$ cat config.mk
export PLATFORM = sky130hd
export DESIGN_NAME = clock_page_replacement_flat
export DESIGN_NICKNAME = d
export VERILOG_FILES = /design/src/rtl/crp_pkg.sv /design/src/rtl/crp_req_if.sv /design/src/rtl/crp_rsp_if.sv /design/src/rtl/crp_row_scan.sv /design/src/rtl/clock_page_replacement.sv /design/src/flat_wrapper.sv
export SDC_FILE = /design/constraint.sdc
export NUM_CORES = 1
export LEC_CHECK = 0
export ABC_CLOCK_PERIOD_IN_PS = 2550
export BUFFER_PORTS_ARGS = -buffer_cell sky130_fd_sc_hd__buf_2
export CAP_MARGIN = 20
export CORE_MARGIN = 5
export CORE_UTILIZATION = 55
export CTS_CLUSTER_SIZE = 20
export DETAILED_ROUTE_END_ITERATION = 10
export PLACE_DENSITY = 0.84
export SLEW_MARGIN = 20
export SYNTH_ARGS = -nofsm -noshare
export SYNTH_HDL_FRONTEND = slang
export SYNTH_SLANG_ARGS = --single-unit
export TNS_END_PERCENT = 50
$ cat constraint.sdc
create_clock -name clk -period 2.55 [get_ports clk]
set_clock_uncertainty 0.2 [all_clocks]
set_input_delay 0.51 -clock clk [delete_from_list [all_inputs] [get_ports clk]]
set_output_delay 0.51 -clock clk [all_outputs]
set_load 0.03 [all_outputs]
$ cat src/rtl/crp_pkg.sv
package crp_pkg;

	// default ring size
	localparam int FRAME_COUNT_DEF = 64;

	// width of the frame index and victim index fields
	localparam int IDX_W = 6;

	// referenced bits are kept eight to a memory row
	localparam int ROW_BITS = 8;
	localparam int OFF_W    = 3;

	// command codes
	localparam logic CMD_TOUCH  = 1'b0;
	localparam logic CMD_VICTIM = 1'b1;

	typedef enum logic [2:0] {
		ST_CLEAR,
		ST_IDLE,
		ST_TOUCH_WR,
		ST_SCAN_RD,
		ST_SCAN_EVAL
	} state_t;

	// outcome of searching one row for a clear bit
	typedef struct packed {
		logic                found;
		logic [OFF_W-1:0]    pos;
		logic [ROW_BITS-1:0] wr_data;
	} scan_t;

endpackage

$ cat src/rtl/crp_req_if.sv
interface crp_req_if import crp_pkg::*; ();
	logic             valid;
	logic             ready;
	logic             cmd;
	logic [IDX_W-1:0] frame_index;

	modport source (output valid, output cmd, output frame_index, input ready);
	modport sink (input valid, input cmd, input frame_index, output ready);
endinterface

$ cat src/rtl/crp_rsp_if.sv
interface crp_rsp_if import crp_pkg::*; ();
	logic             valid;
	logic             ready;
	logic [IDX_W-1:0] victim_index;

	modport source (output valid, output victim_index, input ready);
	modport sink (input valid, input victim_index, output ready);
endinterface

$ cat src/rtl/crp_row_scan.sv
module crp_row_scan import crp_pkg::*; #(
	parameter int FRAME_COUNT = FRAME_COUNT_DEF,
	parameter int ROW_W       = 3
) (
	input  logic [ROW_BITS-1:0] row_data,
	input  logic [ROW_W-1:0]    row,
	input  logic [OFF_W-1:0]    off,
	output scan_t               res
);

	logic [ROW_BITS-1:0] exists;
	logic [ROW_BITS-1:0] cand;
	logic [ROW_BITS-1:0] clr;
	logic [OFF_W-1:0]    pos;

	// slots past the end of the ring in the last row do not exist
	always_comb begin
		for (int b = 0; b < ROW_BITS; b++) begin
			exists[b] = ((32'(row) << OFF_W) + 32'(b)) < 32'(FRAME_COUNT);
			cand[b]   = exists[b] && (OFF_W'(b) >= off) && !row_data[b];
		end
	end

	// lowest candidate at or after the start offset
	always_comb begin
		pos = '0;
		for (int b = ROW_BITS - 1; b >= 0; b--) begin
			if (cand[b]) begin
				pos = OFF_W'(b);
			end
		end
	end

	// clear the set bits passed over on the way
	always_comb begin
		for (int b = 0; b < ROW_BITS; b++) begin
			clr[b] = exists[b] && (OFF_W'(b) >= off) && (!(|cand) || (OFF_W'(b) < pos));
		end
		res.found   = |cand;
		res.pos     = pos;
		res.wr_data = row_data & ~clr;
	end

endmodule

$ cat src/rtl/clock_page_replacement.sv
// Second-chance (clock) victim selection over a ring of FRAME_COUNT frame slots.
// A touch word (cmd 0) sets the referenced bit of frame_index and gives no result;
// an index at or beyond FRAME_COUNT is ignored. A victim word (cmd 1) scans from
// the clock hand, clears every set bit it passes, returns the first frame whose
// bit is clear and leaves the hand just past it; a victim is always found, at
// worst early in the second lap. Only the low six bits of the chosen slot are
// returned. The referenced bits live in a single-port-read, single-port-write
// memory of eight bits per row, ROWS = ceil(FRAME_COUNT / 8) rows. A touch reads
// the row, then writes it back. A victim request reads each row that it visits,
// then searches it and writes it back; it visits only the row under the hand
// when that row holds a clear bit at or past the hand, and at most every row once
// and then the hand row a second time when every bit is set. A found victim may
// also wait for the output register to free up. After reset the block clears
// the memory, one row a cycle, before it takes its first word. One word is
// worked on at a time; a finished victim waits in an output register, so the
// block can take the next word while the result is still unclaimed.
module clock_page_replacement import crp_pkg::*; #(
	parameter int FRAME_COUNT = FRAME_COUNT_DEF
) (
	input  logic     clk,
	input  logic     arst_n,
	crp_req_if.sink   req,
	crp_rsp_if.source rsp
);

	// ring geometry
	localparam int ROWS  = (FRAME_COUNT + ROW_BITS - 1) / ROW_BITS;
	localparam int ROW_W = (ROWS > 1) ? $clog2(ROWS) : 1;
	localparam logic [ROW_W-1:0] ROW_LAST = ROW_W'(ROWS - 1);
	localparam logic [OFF_W-1:0] OFF_LAST = OFF_W'(ROW_BITS - 1);

	// referenced bit memory
	logic [ROW_BITS-1:0] ref_mem [ROWS];
	logic [ROW_BITS-1:0] rd_data_q;
	logic [ROW_W-1:0]    rd_addr;
	logic [ROW_W-1:0]    wr_addr;
	logic [ROW_BITS-1:0] wr_data;
	logic                mem_we;

	// control state
	state_t              state_q, state_d;
	logic [ROW_W-1:0]    clr_row_q;
	logic [ROW_W-1:0]    hand_row_q;
	logic [OFF_W-1:0]    hand_off_q;
	logic [ROW_W-1:0]    scan_row_q;
	logic [OFF_W-1:0]    scan_off_q;
	logic                out_valid_q;

	// payload registers
	logic [ROW_W-1:0]    touch_row_q;
	logic [OFF_W-1:0]    touch_off_q;
	logic                touch_ok_q;
	logic [IDX_W-1:0]    victim_q;

	// decoded request
	logic [31:0]         req_idx;
	logic [ROW_W-1:0]    touch_row;
	logic                touch_ok;
	logic                accept;

	// scan of the current row
	scan_t               scan;
	logic [31:0]         found_slot;
	logic                out_free;
	logic                load_out;

	assign req_idx   = 32'(req.frame_index);
	assign touch_row = ROW_W'(req_idx >> OFF_W);
	assign touch_ok  = req_idx < 32'(FRAME_COUNT);
	assign accept    = req.valid && req.ready;

	// output slot can take a new victim this cycle
	assign out_free = !out_valid_q || rsp.ready;

	crp_row_scan #(
		.FRAME_COUNT (FRAME_COUNT),
		.ROW_W       (ROW_W)
	) u_row_scan (
		.row_data (rd_data_q),
		.row      (scan_row_q),
		.off      (scan_off_q),
		.res      (scan)
	);

	assign found_slot = (32'(scan_row_q) << OFF_W) | 32'(scan.pos);

	// memory: one write and one registered read per cycle
	always_ff @(posedge clk) begin
		if (mem_we) begin
			ref_mem[wr_addr] <= wr_data;
		end
		rd_data_q <= ref_mem[rd_addr];
	end

	// next state
	always_comb begin
		state_d = state_q;
		case (state_q)
			ST_CLEAR: begin
				if (clr_row_q == ROW_LAST) begin
					state_d = ST_IDLE;
				end
			end
			ST_IDLE: begin
				if (req.valid) begin
					state_d = (req.cmd == CMD_TOUCH) ? ST_TOUCH_WR : ST_SCAN_EVAL;
				end
			end
			ST_TOUCH_WR: begin
				state_d = ST_IDLE;
			end
			ST_SCAN_RD: begin
				state_d = ST_SCAN_EVAL;
			end
			ST_SCAN_EVAL: begin
				if (!scan.found) begin
					state_d = ST_SCAN_RD;
				end else if (out_free) begin
					state_d = ST_IDLE;
				end
			end
			default: begin
				state_d = ST_IDLE;
			end
		endcase
	end

	// outputs and memory controls
	always_comb begin
		req.ready = 1'b0;
		mem_we    = 1'b0;
		wr_addr   = scan_row_q;
		wr_data   = scan.wr_data;
		rd_addr   = scan_row_q;
		load_out  = 1'b0;
		case (state_q)
			ST_CLEAR: begin
				mem_we  = 1'b1;
				wr_addr = clr_row_q;
				wr_data = '0;
			end
			ST_IDLE: begin
				req.ready = 1'b1;
				// read the touched row, or the row under the hand for a victim
				rd_addr   = (req.cmd == CMD_TOUCH) ? touch_row : hand_row_q;
			end
			ST_TOUCH_WR: begin
				mem_we  = touch_ok_q;
				wr_addr = touch_row_q;
				wr_data = rd_data_q | (ROW_BITS'(1) << touch_off_q);
			end
			ST_SCAN_RD: begin
				rd_addr = scan_row_q;
			end
			ST_SCAN_EVAL: begin
				// hold the row untouched while a found victim waits for the output
				mem_we   = !scan.found || out_free;
				load_out = scan.found && out_free;
			end
			default: begin
				mem_we = 1'b0;
			end
		endcase
	end

	// control registers
	always_ff @(posedge clk or negedge arst_n) begin
		if (!arst_n) begin
			state_q     <= ST_CLEAR;
			clr_row_q   <= '0;
			hand_row_q  <= '0;
			hand_off_q  <= '0;
			scan_row_q  <= '0;
			scan_off_q  <= '0;
			out_valid_q <= 1'b0;
		end else begin
			state_q <= state_d;
			if (state_q == ST_CLEAR && clr_row_q != ROW_LAST) begin
				clr_row_q <= clr_row_q + ROW_W'(1);
			end
			// a scan starts at the hand
			if (accept) begin
				scan_row_q <= hand_row_q;
				scan_off_q <= hand_off_q;
			end
			// nothing clear in this row: move on to the next, wrapping at the end
			if (state_q == ST_SCAN_EVAL && !scan.found) begin
				scan_row_q <= (scan_row_q == ROW_LAST) ? '0 : scan_row_q + ROW_W'(1);
				scan_off_q <= '0;
			end
			// hand goes just past the victim
			if (load_out) begin
				if (found_slot + 32'd1 == 32'(FRAME_COUNT)) begin
					hand_row_q <= '0;
					hand_off_q <= '0;
				end else if (scan.pos == OFF_LAST) begin
					hand_row_q <= scan_row_q + ROW_W'(1);
					hand_off_q <= '0;
				end else begin
					hand_row_q <= scan_row_q;
					hand_off_q <= scan.pos + OFF_W'(1);
				end
			end
			if (load_out) begin
				out_valid_q <= 1'b1;
			end else if (rsp.ready) begin
				out_valid_q <= 1'b0;
			end
		end
	end

	// payload registers
	always_ff @(posedge clk) begin
		if (accept) begin
			touch_row_q <= touch_row;
			touch_off_q <= req.frame_index[OFF_W-1:0];
			touch_ok_q  <= touch_ok;
		end
		if (load_out) begin
			victim_q <= found_slot[IDX_W-1:0];
		end
	end

	assign rsp.valid        = out_valid_q;
	assign rsp.victim_index = victim_q;

endmodule
$ cat src/flat_wrapper.sv
// flat-port wrapper written by rule: the top's interface ports become plain ports
module clock_page_replacement_flat import crp_pkg::*;
#(
	parameter int FRAME_COUNT = FRAME_COUNT_DEF
)
  (clk, arst_n, req_valid, req_cmd, req_frame_index, req_ready, rsp_valid, rsp_victim_index, rsp_ready);
  crp_req_if req_i ();
  crp_rsp_if rsp_i ();
  input  logic clk;
  input  logic arst_n;
  input wire logic [$bits(req_i.valid)-1:0] req_valid;
  input wire logic [$bits(req_i.cmd)-1:0] req_cmd;
  input wire logic [$bits(req_i.frame_index)-1:0] req_frame_index;
  output wire logic [$bits(req_i.ready)-1:0] req_ready;
  output wire logic [$bits(rsp_i.valid)-1:0] rsp_valid;
  output wire logic [$bits(rsp_i.victim_index)-1:0] rsp_victim_index;
  input wire logic [$bits(rsp_i.ready)-1:0] rsp_ready;
  assign req_i.valid = req_valid;
  assign req_i.cmd = req_cmd;
  assign req_i.frame_index = req_frame_index;
  assign req_ready = req_i.ready;
  assign rsp_valid = rsp_i.valid;
  assign rsp_victim_index = rsp_i.victim_index;
  assign rsp_i.ready = rsp_ready;
  clock_page_replacement #(.FRAME_COUNT(FRAME_COUNT)) u_core (.clk(clk), .arst_n(arst_n), .req(req_i), .rsp(rsp_i));
endmodule
# Word level (Yosys, flattened, before mapping)

Memory sizes are Yosys's and may differ from the RTL's. A register that Yosys moved wholly into a read port is not among the register bits.
Index checks and enable logic that the tools add are counted.

Memories kept: 1
Word-level logic and storage cells: 152
RAM bits: 64
Register bits: 32

Bitwise operators: 4
Eq/ne operators: 12
Shift-type cells: 1
Muxes and demuxes: 34
Reduce and logical (&&, ||, !) cells: 53
$lt $le $gt $ge: 25
Add/sub/neg operators: 11

Memories:

| name           | depth | width | rd ports | clocked after Yosys merged registers in | write ports | RTL line                     | source |
|---|---|---|---|---|---|---|---|
| u_core.ref_mem | 8     | 8     | 1        | 1                                       | 1           | clock_page_replacement.sv:33 | `logic [ROW_BITS-1:0] ref_mem [ROWS];` |

Operators with widths:

| kind                  | count |
|---|---|
| $mux 3                | 24 |
| $lt 7x7->1 const B    | 7 |
| $add 32x1->32 const B | 1 |
| $eq 32x7->1 const B   | 1 |
| $add 6x3->7 const B   | 4 |
| $logic_and 1x1->1     | 28 |
| $pmux 8 s2            | 1 |
| $add 6x2->7 const B   | 2 |
| $lt 6x7->1 const B    | 2 |
| $eq 3x3->1 const B    | 4 |
| $ge 3x3->1 const A    | 4 |
| $lt 3x3->1 const A    | 4 |
| $pmux 3 s4            | 1 |
| $logic_not 1->1       | 10 |
| $logic_or 1x1->1      | 10 |
| $add 3x1->3 const B   | 3 |
| $and 8x8->8           | 1 |
| $not 8->8             | 1 |
| $or 8x8->8            | 1 |
| $reduce_or 8->1       | 1 |
| $shl 1x3->8 const A   | 1 |
| $add 6x1->7 const B   | 1 |
| $eq 3x2->1 const B    | 2 |
| $ge 1x3->1 const A    | 2 |
| 14 further kinds      | 24 |

# Logic depth before layout (Yosys ltp)

Gate-level depths: netlist (run 1).

Depth in word-level cells: 18
Depth in mapped cells: 11
Gate-level depth less buffers: 9

# Cells and area by module

From an unflattened synthesis (run 1), not the netlist that was laid out.

Cells, all modules: 339
Area total of the unflattened synthesis: 4623.2 sq um

Modules (own cells, without submodules):

| module                 | cells an instance | seq. area each (sq um) | area each (sq um) | times used |
|---|---|---|---|---|
| clock_page_replacement | 297               | 2917.8                 | 4324.1            | 1 |
| crp_row_scan           | 42                | 0.0                    | 299.0             | 1 |

# Worst setup path before layout (run 1)

OpenSTA, ideal clock, no wires.

Path kind: reg-to-reg
Start point: register u_core.state_q[0]
End point: memory u_core.ref_mem[2][0] (enable)
Buffers on the path: 2
Slack: -0.222 ns
Arrival: 2.178 ns
Cell stages (with the launch flop): 7
Clock period less this slack: 2.772 ns
Library setup time: 0.395 ns
Path through: dfrtp_1 -> buf_2 -> or2_2 -> clkbuf_1 -> a21oi_1 -> o21ai_0 -> nor4_1

Word-level cells in the longest chain between the ends: 4
Elaborated cells between the ends (all ways): 7

RTL lines:

| element                                  | RTL line                      | source |
|---|---|---|
| start, declared                          | clock_page_replacement.sv:41  | `state_t state_q, state_d;` |
| start signal, assigned                   | clock_page_replacement.sv:177 | `state_q <= state_d;` |
| $eq 3x3->1, or another cell as far along | clock_page_replacement.sv:136 | `case (state_q)` |
| $pmux 1 s3                               | clock_page_replacement.sv:136 |  |
| $mux 1                                   | clock_page_replacement.sv:89  | `if (mem_we) begin` |
| $mux 1 (not written as such)             | clock_page_replacement.sv:90  | `ref_mem[wr_addr] <= wr_data;` |
| end, declared                            | clock_page_replacement.sv:33  |  |

Parallel ways exist; a longest one is shown, timed or not.

# Worst setup path in the final report (run 1)

Start point: register u_core.scan_off_q[0]
End point: register u_core.hand_row_q[1]

Word-level cells in the longest chain between the ends: 15
Elaborated cells between the ends (all ways): 41

RTL lines:

| element                        | RTL line                      | source |
|---|---|---|
| start, declared                | clock_page_replacement.sv:46  | `logic [OFF_W-1:0] scan_off_q;` |
| start signal, assigned         | clock_page_replacement.sv:184 | `scan_off_q <= hand_off_q;` |
| $ge 3x3->1                     | crp_row_scan.sv:20            | `cand[b] = exists[b] && (OFF_W'(b) >= off) && !row_data[b];` |
| $logic_and 1x1->1 (2 in a row) | crp_row_scan.sv:20            |  |
| $mux 3 (7 in a row)            | crp_row_scan.sv:28            | `if (cand[b]) begin` |
| $mux 3 *                       | crp_row_scan.sv:28            |  |
| $or 6x3->6 *                   | clock_page_replacement.sv:85  | `assign found_slot = (32'(scan_row_q) << OFF_W) \| 32'(scan.pos);` |
| via u_core.found_slot[0]       | clock_page_replacement.sv:63  | `logic [31:0] found_slot;` |
| $add 32x1->32 *                | clock_page_replacement.sv:193 | `if (found_slot + 32'd1 == 32'(FRAME_COUNT)) begin` |
| $eq 32x7->1 *                  | clock_page_replacement.sv:193 |  |
| $mux 3 *                       | clock_page_replacement.sv:193 |  |
| end signal, assigned           | clock_page_replacement.sv:197 | `hand_row_q <= scan_row_q + ROW_W'(1);` |
| end signal, assigned           | clock_page_replacement.sv:200 | `hand_row_q <= scan_row_q;` |
| end, declared                  | clock_page_replacement.sv:43  | `logic [ROW_W-1:0] hand_row_q;` |

The timed path passes the listed nets; every way through them passes the cells marked *.
A chain may end at the register's enable or synchronous reset.

==> flow_summary.yaml, run 1 <==
die:
  io_pins: 19
  die_w_um: 102
  initial_core_util: 0.564
  dieArea_mm2: 0.0103
  rows: 33
  core_area_mm2: 0.00818
  die_h_um: 102
placed_design:
  dp_cells: 474
  dpl.hpwl_mm: 6.81
  io_buffers: 18
  gp_congestion: 0.857
  place_ws_ps: -164
clock_tree:
  clock-sinks: 103
  clkTransAtPathRegs_ps: 110
  htreeDepth: 3
  root_buffer: "clkbuf_8"
  cts_buffer_depth: 2
  insertion_delay_ps: 380
  cts_tree: "done"
  numCtsBuffers: 9
logic_synthesis:
  synthDistinctLibCells: 57
  async_flop_share: 0.184
  ys_ff_latch: 103
  synth_area_per_cell_um2: 13.9
  synth_edf_count: 76
  synth_area_mm2: 0.00461
  netlist_instances: 333
  yosys_warnings: 0
  ys_seq_area_frac: 0.632
  syn_nets: 351
  synthFlopType: "edfxtp_1"
sta:
  setup_ws_ps: -74.5
  period_needed_ps: 2620
  period_share: 1.03
  max_freq_mhz: 381
  finalSetupTns_ps: -206
  hold_viol_final: 0
  slew_headroom: 0.529
  slew_viol_final: 0
  rsz0062_at_grt: "true"
  setup_violations: 4
  worst_pin_slew_ps: 706
hold_path:
  min_from: "req_frame_index[3]"
  hold_path.class: "primary input to register"
routing:
  finalWirelength_mm: 10.1
  wl_per_cell_um: 20.4
  top_layer: "met4"
  dr.pass1.iters: 5
  route.detailed.drc: 0
  drt_iter0_markers: 218
  wl_met2_mm: 5.17
  vias_per_cell: 6.18
  ant_nets: 0
  met3_length_um: 654
  vias: 3065
  wl_met1_mm: 4.07
grt:
  track_usage: 0.201
  grt_max_degree: 23
  first_global_vias: 3149
  overflow: 0
  grt_antenna_before_repair: 0
  grt_first_pass_wirelength_mm: 15.5
pwr:
  swShare: 0.407
  p_int_uw: 4930
  power.switching_uw: 3380
  ir_drop_mv: 0.802
  p_per_area_mw_per_mm2: 1510
  seqPwrFrac: 0.378
  p_leak_uw: 0.00214
  comb_power_share: 0.495
  clockPowerShare: 0.127
final_layout:
  utilization: 0.672
  final_cells: 496
  num-fill-cells: 566
  n_antenna_cell: 0
  largest_reg_flops: 64
  syn_to_final_growth_pct: 19.1
  layout_commonest_cell: "edfxtp_1"
  finish.net_count: 404
  mostFrequentLayoutCells: "76 x edfxtp_1, 39 x mux2i_1, 30 x buf_4, 23 x nand2_1"
  regMostFlops: "u_core.ref_mem"
  drive_above_1_share: 0.304
critical_path:
  start_kind: "register"
  cp-end-kind: "register"
  crit_required_ps: 2620
  path_cells: "nor3_4 > o311ai_2 > a211o_1 > ha_2 > ha_4 > nand4b_1 > nor4b_4 > o31ai_1"
  critPathMaxFanout: 7
  path_delay_family: "simple AND/OR/NAND/NOR gates"
  worstPathArrival_ps: 2690
  crit_type: "register to register"
  critical_path_buf_inv_count: 0
  slowest_delay_ps: 510
  critPathSlowestCell: "dfrtp_2"
  crit_start: "u_core.scan_off_q[0]$_DFFE_PN0P_"
  rr_startpoint: "u_core.scan_off_q[0]$_DFFE_PN0P_"
status:
  status: "finished, violations left"
  violations: "setup timing"
job:
  cap_violations: 0
[power groups by stage]
| stage | logic [uW] | registers [uW] | clock network, uW |
|---|---|---|---|
| after floorplan | 2500 | 3000 | 0 |
| after global placement | 3490 | 3060 | 0 |
| after detailed placement | 3660 | 3100 | 0 |
| after CTS | 3760 | 3090 | 1070 |
| after global routing | 4450 | 3190 | 1150 |
| final | 4120 | 3140 | 1060 |
[stage by stage]
| step | hold slack (ps) | total power, uW | cell area (um2) |
|---|---|---|---|
| 2_1_floorplan | 14.4 | 5500 | 4610 |
| 3_3_place_gp | 276 | 6550 | 5060 |
| 3_5_place_dp | 282 | 6760 | 5060 |
| 4_1_cts | 106 | 7920 | 5340 |
| 5_1_grt | 107 | 8790 | 5500 |
| 6_report | 117 | 8310 | 5500 |
[synth_stat cells, types with 2 or more instances]
| library cell | number | area [um2] |
|---|---|---|
| nand3b_1 | 2 | 15.0 |
| dfrtp_1 | 19 | 475 |
| a221o_1 | 2 | 20.0 |
| and2_1 | 3 | 18.8 |
| nand2_1 | 23 | 86.3 |
| mux2_2 | 8 | 90.1 |
| nor2_1 | 22 | 82.6 |
| o22ai_1 | 3 | 18.8 |
| buf_4 | 4 | 30.0 |
| edfxtp_1 | 76 | 2280 |
| o32ai_1 | 2 | 17.5 |
| nor3_1 | 2 | 10.0 |
| a221oi_1 | 7 | 61.3 |
| buf_6 | 2 | 22.5 |
| a22o_1 | 8 | 70.1 |
| ha_1 | 7 | 87.6 |
| dfxtp_1 | 8 | 160 |
| inv_1 | 9 | 33.8 |
| buf_2 | 4 | 20.0 |
| buf_1 | 2 | 7.51 |
| clkbuf_1 | 2 | 7.51 |
| and3b_1 | 3 | 26.3 |
| o31ai_1 | 4 | 30.0 |
| o311ai_0 | 2 | 17.5 |
| a31oi_1 | 10 | 62.6 |
| mux4_2 | 2 | 45.0 |
| mux2i_1 | 39 | 390 |
| a21oi_1 | 7 | 35.0 |
| o21ai_0 | 10 | 50.1 |
| nor4_1 | 5 | 31.3 |
| a211o_1 | 2 | 17.5 |
| and3_1 | 3 | 18.8 |
| nand3_1 | 7 | 35.0 |
[worst register-to-register path: stages, from the launching register on]
cell	delay, ps
dfrtp_2	510
nor3_4	240
o311ai_2	110
a211o_1	340
ha_2	220
ha_4	220
nand4b_1	210
nor4b_4	350
o31ai_1	130
[per-layer routing]
layer  GRT usage  vias to the layer above
li1            -                     1397
met1       0.249                     1527
met2       0.338                      117
met3      0.0448                       24
met4      0.0910                        0
met5           0                        -
[cells by family (layout without fill, tap and decap cells)]
group,after synthesis,after routing,synth area share
flip-flops,103,103,0.632
AO/OA/AOI/OAI,67,67,0.107
adder cells (fa/ha/maj),7,7,0.0190
AND/OR/NAND/NOR,79,79,0.0868
buffers and inverters,24,82,0.0296
multiplexers,51,51,0.122
XOR/XNOR,2,2,0.00380
[worst paths after layout]
path / endpoint / slack [ps] / cells past startpoint
max: u_core.hand_row_q[1]$_DFFE_PN0P_ / -70 / 8
min: u_core.touch_row_q[0]$_DFFE_PP_ / 120 / 1
max reg2reg: u_core.hand_row_q[1]$_DFFE_PN0P_ / -70 / 8
min reg2reg: u_core.clr_row_q[0]$_DFFE_PN0P_ / 320 / 1
max in group asynchronous: u_core.scan_off_q[0]$_DFFE_PN0P_ / 1410 / 2
min in group asynchronous: u_core.clr_row_q[0]$_DFFE_PN0P_ / 400 / 2
[what timing repair did]
action / in CTS / in global routing
resized for setup: 17 / 29
endpoints found under the setup margin: 21 / 88
buffers inserted: 1 / 4
hold buffers: 1 / 0
pin swaps: 5 / 8
hold endpoints to repair: 19 / 0
[area by class of cell]
type / count / area (um2) / area share
flip-flops and latches: 103 / 2920 / 0.532
well taps: 105 / 131 / 0.0239
multi-input cells: 206 / 1730 / 0.314
repair buffers: 57 / 468 / 0.0851
clock buffers: 9 / 124 / 0.0225
inverters: 9 / 33.8 / 0.00615
clock inverters: 7 / 91.3 / 0.0166
No activity file was read; power rests on OpenSTA's default activity.
==> run 2, diff against run 1 <==
- SYNTH_HIERARCHICAL: default -> 1
==> run 2 against run 1 <==
Against the previous run:
- the flow still finishes with violations (setup timing)
- first-iteration DRC count rose by 4.6%
- setup slack got worse by 39 ps
- clock power barely moved
- total power fell by 9.4%
- via count fell by 3.6%
- combinational power fell by 16%
- global-route usage fell by 0.98 points
- critical endpoint is now u_core/hand_off_q[1]$_DFFE_PN0P_
- synthesized cell count rose by 1.8%
- core utilization fell by 2.7 points
- register-to-register slack got worse by 40 ps
- sequential cell count did not move
- sequential share of layout area rose by 2.0 points
- critical path type unchanged
==> flow_summary.yaml, run 2 <==
status:
  status: "finished, violations left"
  violations: "setup timing"
critical_path:
  cp-end-kind: "register"
  crit_type: "register to register"
  crit_required_ps: 2610
  worstPathArrival_ps: 2730
  critPathMaxFanout: 6
  start_kind: "register"
die:
  core_area_mm2: 0.00822
  initial_core_util: 0.563
  rows: 33
  io_pins: 19
  dieArea_mm2: 0.0103
  die_h_um: 102
  die_w_um: 102
logic_synthesis:
  syn_nets: 356
  synth_xor_area_frac: 0.00379
  yosys_warnings: 6
  yosysMostFrequentCell: "edfxtp_1"
  synth_area_mm2: 0.00462
  ys_top_cells_by_area: "edfxtp_1 49%, dfrtp_1 10%, mux2i_1 8.9%"
  synthFlopType: "edfxtp_1"
  yosysTopAreaCellShare: 0.494
  synth_common_cells: "76 x edfxtp_1, 41 x mux2i_1, 26 x nand2_1"
  synthDistinctLibCells: 60
  synth_edf_count: 76
  ys_seq_area_frac: 0.631
  synth_compound_area_frac: 0.130
  synth_area_leader_cell: "edfxtp_1"
  synth_area_per_cell_um2: 13.6
  synth_top_family_by_area: "compound AO/OA/AOI/OAI gates"
  netlist_instances: 339
  synthAdderAreaFrac: 0.0162
  yosys.area_share.simple: 0.0790
  synth_mux_area_frac: 0.109
  async_flop_share: 0.184
  ys_ff_latch: 103
pwr:
  seqPwrFrac: 0.403
  p_int_uw: 4560
  swShare: 0.394
  ir_drop_mv: 0.711
  comb_power_share: 0.458
  p_leak_uw: 0.00216
  clockPowerShare: 0.139
  p_per_area_mw_per_mm2: 1420
  power.switching_uw: 2970
final_layout:
  n_antenna_cell: 0
  finalInstanceArea_mm2: 0.00530
  regMostFlops: "u_core/ref_mem"
  layout_commonest_cell: "edfxtp_1"
  syn_to_final_growth_pct: 14.6
  largest_reg_flops: 64
  finish.net_count: 407
  mostFrequentLayoutCells: "76 x edfxtp_1, 41 x mux2i_1, 31 x buf_4, 25 x nand2_1, 21 x nor2_1"
  utilization: 0.645
  drive_above_1_share: 0.238
  final_cells: 500
hold_path:
  hold_path.class: "primary input to register"
clock_tree:
  htreeDepth: 3
  insertion_delay_ps: 370
  cts_buffer_depth: 2
  cts_tree: "done"
  clkTransAtPathRegs_ps: 110
  clock-sinks: 103
  root_buffer: "clkbuf_8"
  numCtsBuffers: 9
sta:
  slew_viol_final: 0
  rsz0062_at_grt: "true"
  hold_viol_final: 0
  period_needed_ps: 2660
  hold_slack_ps: 122
  slew_headroom: 0.292
  max_freq_mhz: 375
  finalSetupTns_ps: -370
  setup_ws_ps: -114
  setup_violations: 4
  period_share: 1.04
  worst_pin_slew_ps: 1050
routing:
  ant_nets: 0
  vias_per_cell: 5.91
  vias: 2955
  wl_per_cell_um: 18.6
  route.detailed.drc: 0
  dr.pass1.iters: 4
  drt_iter0_markers: 228
  finalWirelength_mm: 9.31
grt:
  grt_first_pass_wirelength_mm: 14.9
  grt_antenna_before_repair: 0
  first_global_vias: 3030
  grt_max_degree: 33
  track_usage: 0.191
  overflow: 0
placed_design:
  io_buffers: 18
  place_area_mm2: 0.00499
  gp_congestion: 0.885
  dpl.hpwl_mm: 6.75
  dp_cells: 478
job:
  cap_violations: 0
[run 2: cells by family after synthesis]
group,Yosys count
AO/OA/AOI/OAI,81
XOR/XNOR,2
adder cells (fa/ha/maj),6
buffers and inverters,22
flip-flops,103
multiplexers,48
AND/OR/NAND/NOR,77
[run 2: metal layers]
| metal | vias up | global-route usage | routed length, um | part of all wire |
|---|---|---|---|---|
| li1 | 1400 | - | - | - |
| met1 | 1455 | 0.240 | 3890 | 0.42 |
| met2 | 84 | 0.324 | 4760 | 0.51 |
| met3 | 16 | 0.0599 | 516 | 0.055 |
| met4 | 0 | 0.0470 | 133 | 0.014 |
| met5 | - | 0 | 0 | 0 |
[run 2: power groups by stage]
stage / Sequential [uW] / Clock, uW / Combinational, uW
2_1_floorplan: 2970 / 0 / 2300
5_1_grt: 3090 / 1160 / 3750
4_1_cts: 3020 / 1070 / 3320
3_3_place_gp: 3030 / 0 / 3110
3_5_place_dp: 3060 / 0 / 3250
6_report: 3040 / 1050 / 3450
[run 2: layout make-up]
class                      count  area, um2
sequential                   103       2920
clock inverter                 7       91.3
inverter                       8       30.0
clock buffer                   9        124
multi-input combinational    214       1620
timing repair buffer          54        380
tap                          105        131
fill                         593       2920
[run 2: what timing repair did]
| action | in CTS | in global routing |
|---|---|---|
| pin swaps | 5 | 9 |
| hold buffers | 1 | 0 |
| resized for setup | 3 | 12 |
| endpoints found under the setup margin | 17 | 68 |
| hold endpoints to repair | 19 | 0 |
| setup buffers | 3 | 2 |
| gates cloned | 0 | 0 |
[run 2: worst paths after layout]
kind / startpoint / to / slack [ps] / cells after the start
worst max register to register: u_core/scan_off_q[0]$_DFFE_PN0P_ / u_core/hand_off_q[1]$_DFFE_PN0P_ / -110 / 10
worst min register to register: u_core/clr_row_q[0]$_DFFE_PN0N_ / u_core/clr_row_q[0]$_DFFE_PN0N_ / 310 / 1
max in group asynchronous: arst_n / u_core/scan_off_q[2]$_DFFE_PN0P_ / 1410 / 2
worst min-delay path: req_frame_index[1] / u_core/touch_off_q[1]$_DFFE_PP_ / 120 / 1
min in group asynchronous: arst_n / u_core/clr_row_q[1]$_DFFE_PN0N_ / 390 / 2
worst max-delay path: u_core/scan_off_q[0]$_DFFE_PN0P_ / u_core/hand_off_q[1]$_DFFE_PN0P_ / -110 / 10
[run 2: stage by stage]
stage                     power (uW)  worst slack, ps
final                           7530             -114
after global placement          6130            -53.8
after detailed placement        6310             -110
after CTS                       7420            -80.7
after floorplan                 5270            -4.48
after global routing            8000             -203
[run 2: worst max-delay path: stages, from the launching register on]
cell and delay (ps):
dfrtp_2 450, and4b_1 220, a2111o_1 370, o221ai_2 90, o21ai_2 110, ha_2 220
ha_4 210, nand4b_1 180, nor2_2 170, a41oi_2 110, a32o_1 240
==> run 3, diff against run 2 <==
- ABC_AREA: default -> 1
==> run 3 against run 2 <==
Against the previous run:
- the flow still finishes with violations (setup timing)
- via count rose by 25%
- first-iteration DRC count rose by 89%
- area after synthesis rose by 2.8%
- critical endpoint is now u_core/hand_row_q[2]$_DFFE_PN0P_
==> flow_summary.yaml, run 3 <==
status:
  status: "finished, violations left"
  violations: "setup timing"
final_layout:
  n_antenna_cell: 0
  drive_above_1_share: 0.208
  syn_to_final_growth_pct: 14.0
  utilization: 0.633
  largest_reg_flops: 64
  finish.net_count: 535
  final_cells: 631
  regMostFlops: "u_core/ref_mem"
  layout_commonest_cell: "nand2_1"
  mostFrequentLayoutCells: "101 x nand2_1, 89 x nand3_1, 76 x edfxtp_1, 48 x inv_1, 21 x buf_4"
  finalInstanceArea_mm2: 0.00542
die:
  dieArea_mm2: 0.0106
  core_area_mm2: 0.00855
  io_pins: 19
  die_w_um: 103
  die_h_um: 103
  initial_core_util: 0.556
  rows: 34
logic_synthesis:
  async_flop_share: 0.184
  netlist_instances: 473
  synth_edf_count: 76
  ys_ff_latch: 103
  ys_seq_area_frac: 0.614
  synthDistinctLibCells: 42
  synth_common_cells: "104 x nand2_1, 91 x nand3_1, 76 x edfxtp_1"
  synth_area_per_cell_um2: 10.0
  yosys_warnings: 6
  syn_nets: 490
  yosysMostFrequentCell: "nand2_1"
  synth_area_leader_cell: "edfxtp_1"
  ys_top_cells_by_area: "edfxtp_1 48%, dfrtp_1 10%, nand3_1 9.6%"
  yosysTopAreaCellShare: 0.480
  synth_area_mm2: 0.00475
  synthFlopType: "edfxtp_1"
grt:
  grt_first_pass_wirelength_mm: 17.4
  track_usage: 0.221
  first_global_vias: 3517
  grt_max_degree: 25
  overflow: 0
  grt_antenna_before_repair: 0
sta:
  slew_headroom: 0.185
  period_share: 1.00
  setup_ws_ps: -1.48
  rsz0062_at_grt: "true"
  finalSetupTns_ps: -1.48
  max_freq_mhz: 392
  period_needed_ps: 2550
  worst_pin_slew_ps: 1210
  setup_violations: 1
  hold_viol_final: 0
  slew_viol_final: 0
routing:
  route.detailed.drc: 0
  finalWirelength_mm: 11.2
  drt_iter0_markers: 430
  vias_per_cell: 5.87
  dr.pass1.iters: 6
  ant_nets: 0
  vias: 3705
  wl_per_cell_um: 17.8
clock_tree:
  root_buffer: "clkbuf_8"
  numCtsBuffers: 9
  cts_tree: "done"
  clkTransAtPathRegs_ps: 100
  htreeDepth: 3
  insertion_delay_ps: 370
  clock-sinks: 103
  cts_buffer_depth: 2
critical_path:
  start_kind: "register"
  rr_worst_depth: 12
  worstPathArrival_ps: 2610
  cp-end-kind: "register"
  crit_type: "register to register"
  critPathMaxFanout: 7
  rrSetupSlack_ps: -1
  rr_startpoint: "u_core/scan_off_q[2]$_DFFE_PN0P_"
  r2r-end: "u_core/hand_row_q[2]$_DFFE_PN0P_"
  crit_required_ps: 2610
placed_design:
  io_buffers: 18
  dpl.hpwl_mm: 7.66
  gp_congestion: 0.923
  dp_cells: 607
  place_area_mm2: 0.00505
job:
  cap_violations: 0
hold_path:
  min_from: "req_frame_index[2]"
  holdPathEnd: "u_core/touch_off_q[2]$_DFFE_PP_"
  hold_path.class: "primary input to register"
  hold_depth: 1
[run 3: cell count changes after synthesis, sizes merged, moves of 7 or more]
| cell | previous run | this run |
|---|---|---|
| nand2 | 26 | 115 |
| nand3 | 6 | 93 |
| inv | 8 | 54 |
| mux2i | 42 | 0 |
| a221oi | 8 | 0 |
| a22o | 12 | 5 |
| nand2b | 7 | 0 |
[run 3: kinds of logic after synthesis]
logic type / after synthesis / synth area share
xor+xnor: 1 / 0.00184
buf+inv: 66 / 0.0571
mux: 1 / 0.00237
simple gates: 246 / 0.242
compound gates: 50 / 0.0672
flops: 103 / 0.614
fa+ha+maj: 6 / 0.0158
[run 3: layout make-up]
cell class	count	area (um2)
clock buffer	9	124
clock inverter	7	66.3
fill	612	3140
inverter	55	206
multi-input combinational	304	1650
sequential	103	2920
tap	108	135
timing repair buffer	45	314
[run 3: repair_timing]
item,4_1_cts,5_1_grt
pin swaps,2,9
gates resized for setup,2,32
setup endpoints to repair,30,68
buffers inserted,1,7
hold endpoints to repair,19,0
hold buffers,1,0
[run 3: routing by layer]
metal | vias to the layer above | routed length, um | GRT usage
met2 | 182 | 5640 | 0.368
met3 | 38 | 748 | 0.0298
met4 | 0 | 368 | 0.102
met1 | 1771 | 4480 | 0.290
li1 | 1714 | - | -
met5 | - | 0 | 0
[run 3: worst max path at each step]
stage                                          start  cells past startpoint  slack (ps)                                to
finish              u_core/scan_off_q[2]$_DFFE_PN0P_                     12          -1  u_core/hand_row_q[2]$_DFFE_PN0P_
global route        u_core/scan_off_q[2]$_DFFE_PN0P_                     12        -130  u_core/hand_row_q[1]$_DFFE_PN0P_
CTS                 u_core/scan_off_q[2]$_DFFE_PN0P_                     12           2  u_core/hand_row_q[2]$_DFFE_PN0P_
detailed placement  u_core/scan_off_q[2]$_DFFE_PN0P_                     12         -60  u_core/hand_row_q[2]$_DFFE_PN0P_
global placement    u_core/scan_off_q[1]$_DFFE_PN0P_                     12          80  u_core/hand_row_q[2]$_DFFE_PN0P_
floorplan           u_core/scan_off_q[2]$_DFFE_PN0P_                     10         110    u_core/ref_mem[0][0]$_DFFE_PP_
[run 3: critical path: stages (launching register included)]
cell and delay [ps]:
dfrtp_2 480, o21ai_1 130, nand2_1 120, nand2_1 170, inv_1 140, nand2_1 110, a21oi_4 220, ha_4 190
ha_4 200, inv_2 40, nand4_1 180, o2111ai_1 170, o21ai_1 90
[run 3: per-stage QoR]
stage | hold slack [ps] | setup slack [ps]
after global placement | 266 | 80.5
after CTS | 105 | 2.13
final | 121 | -1.48
after detailed placement | 273 | -57.7
after floorplan | 14.4 | 115
after global routing | 103 | -126
Power of run 3 is left out: the tool's default activity adds up to more than one toggle a clock period on the data nets, which glitch-free logic cannot reach.
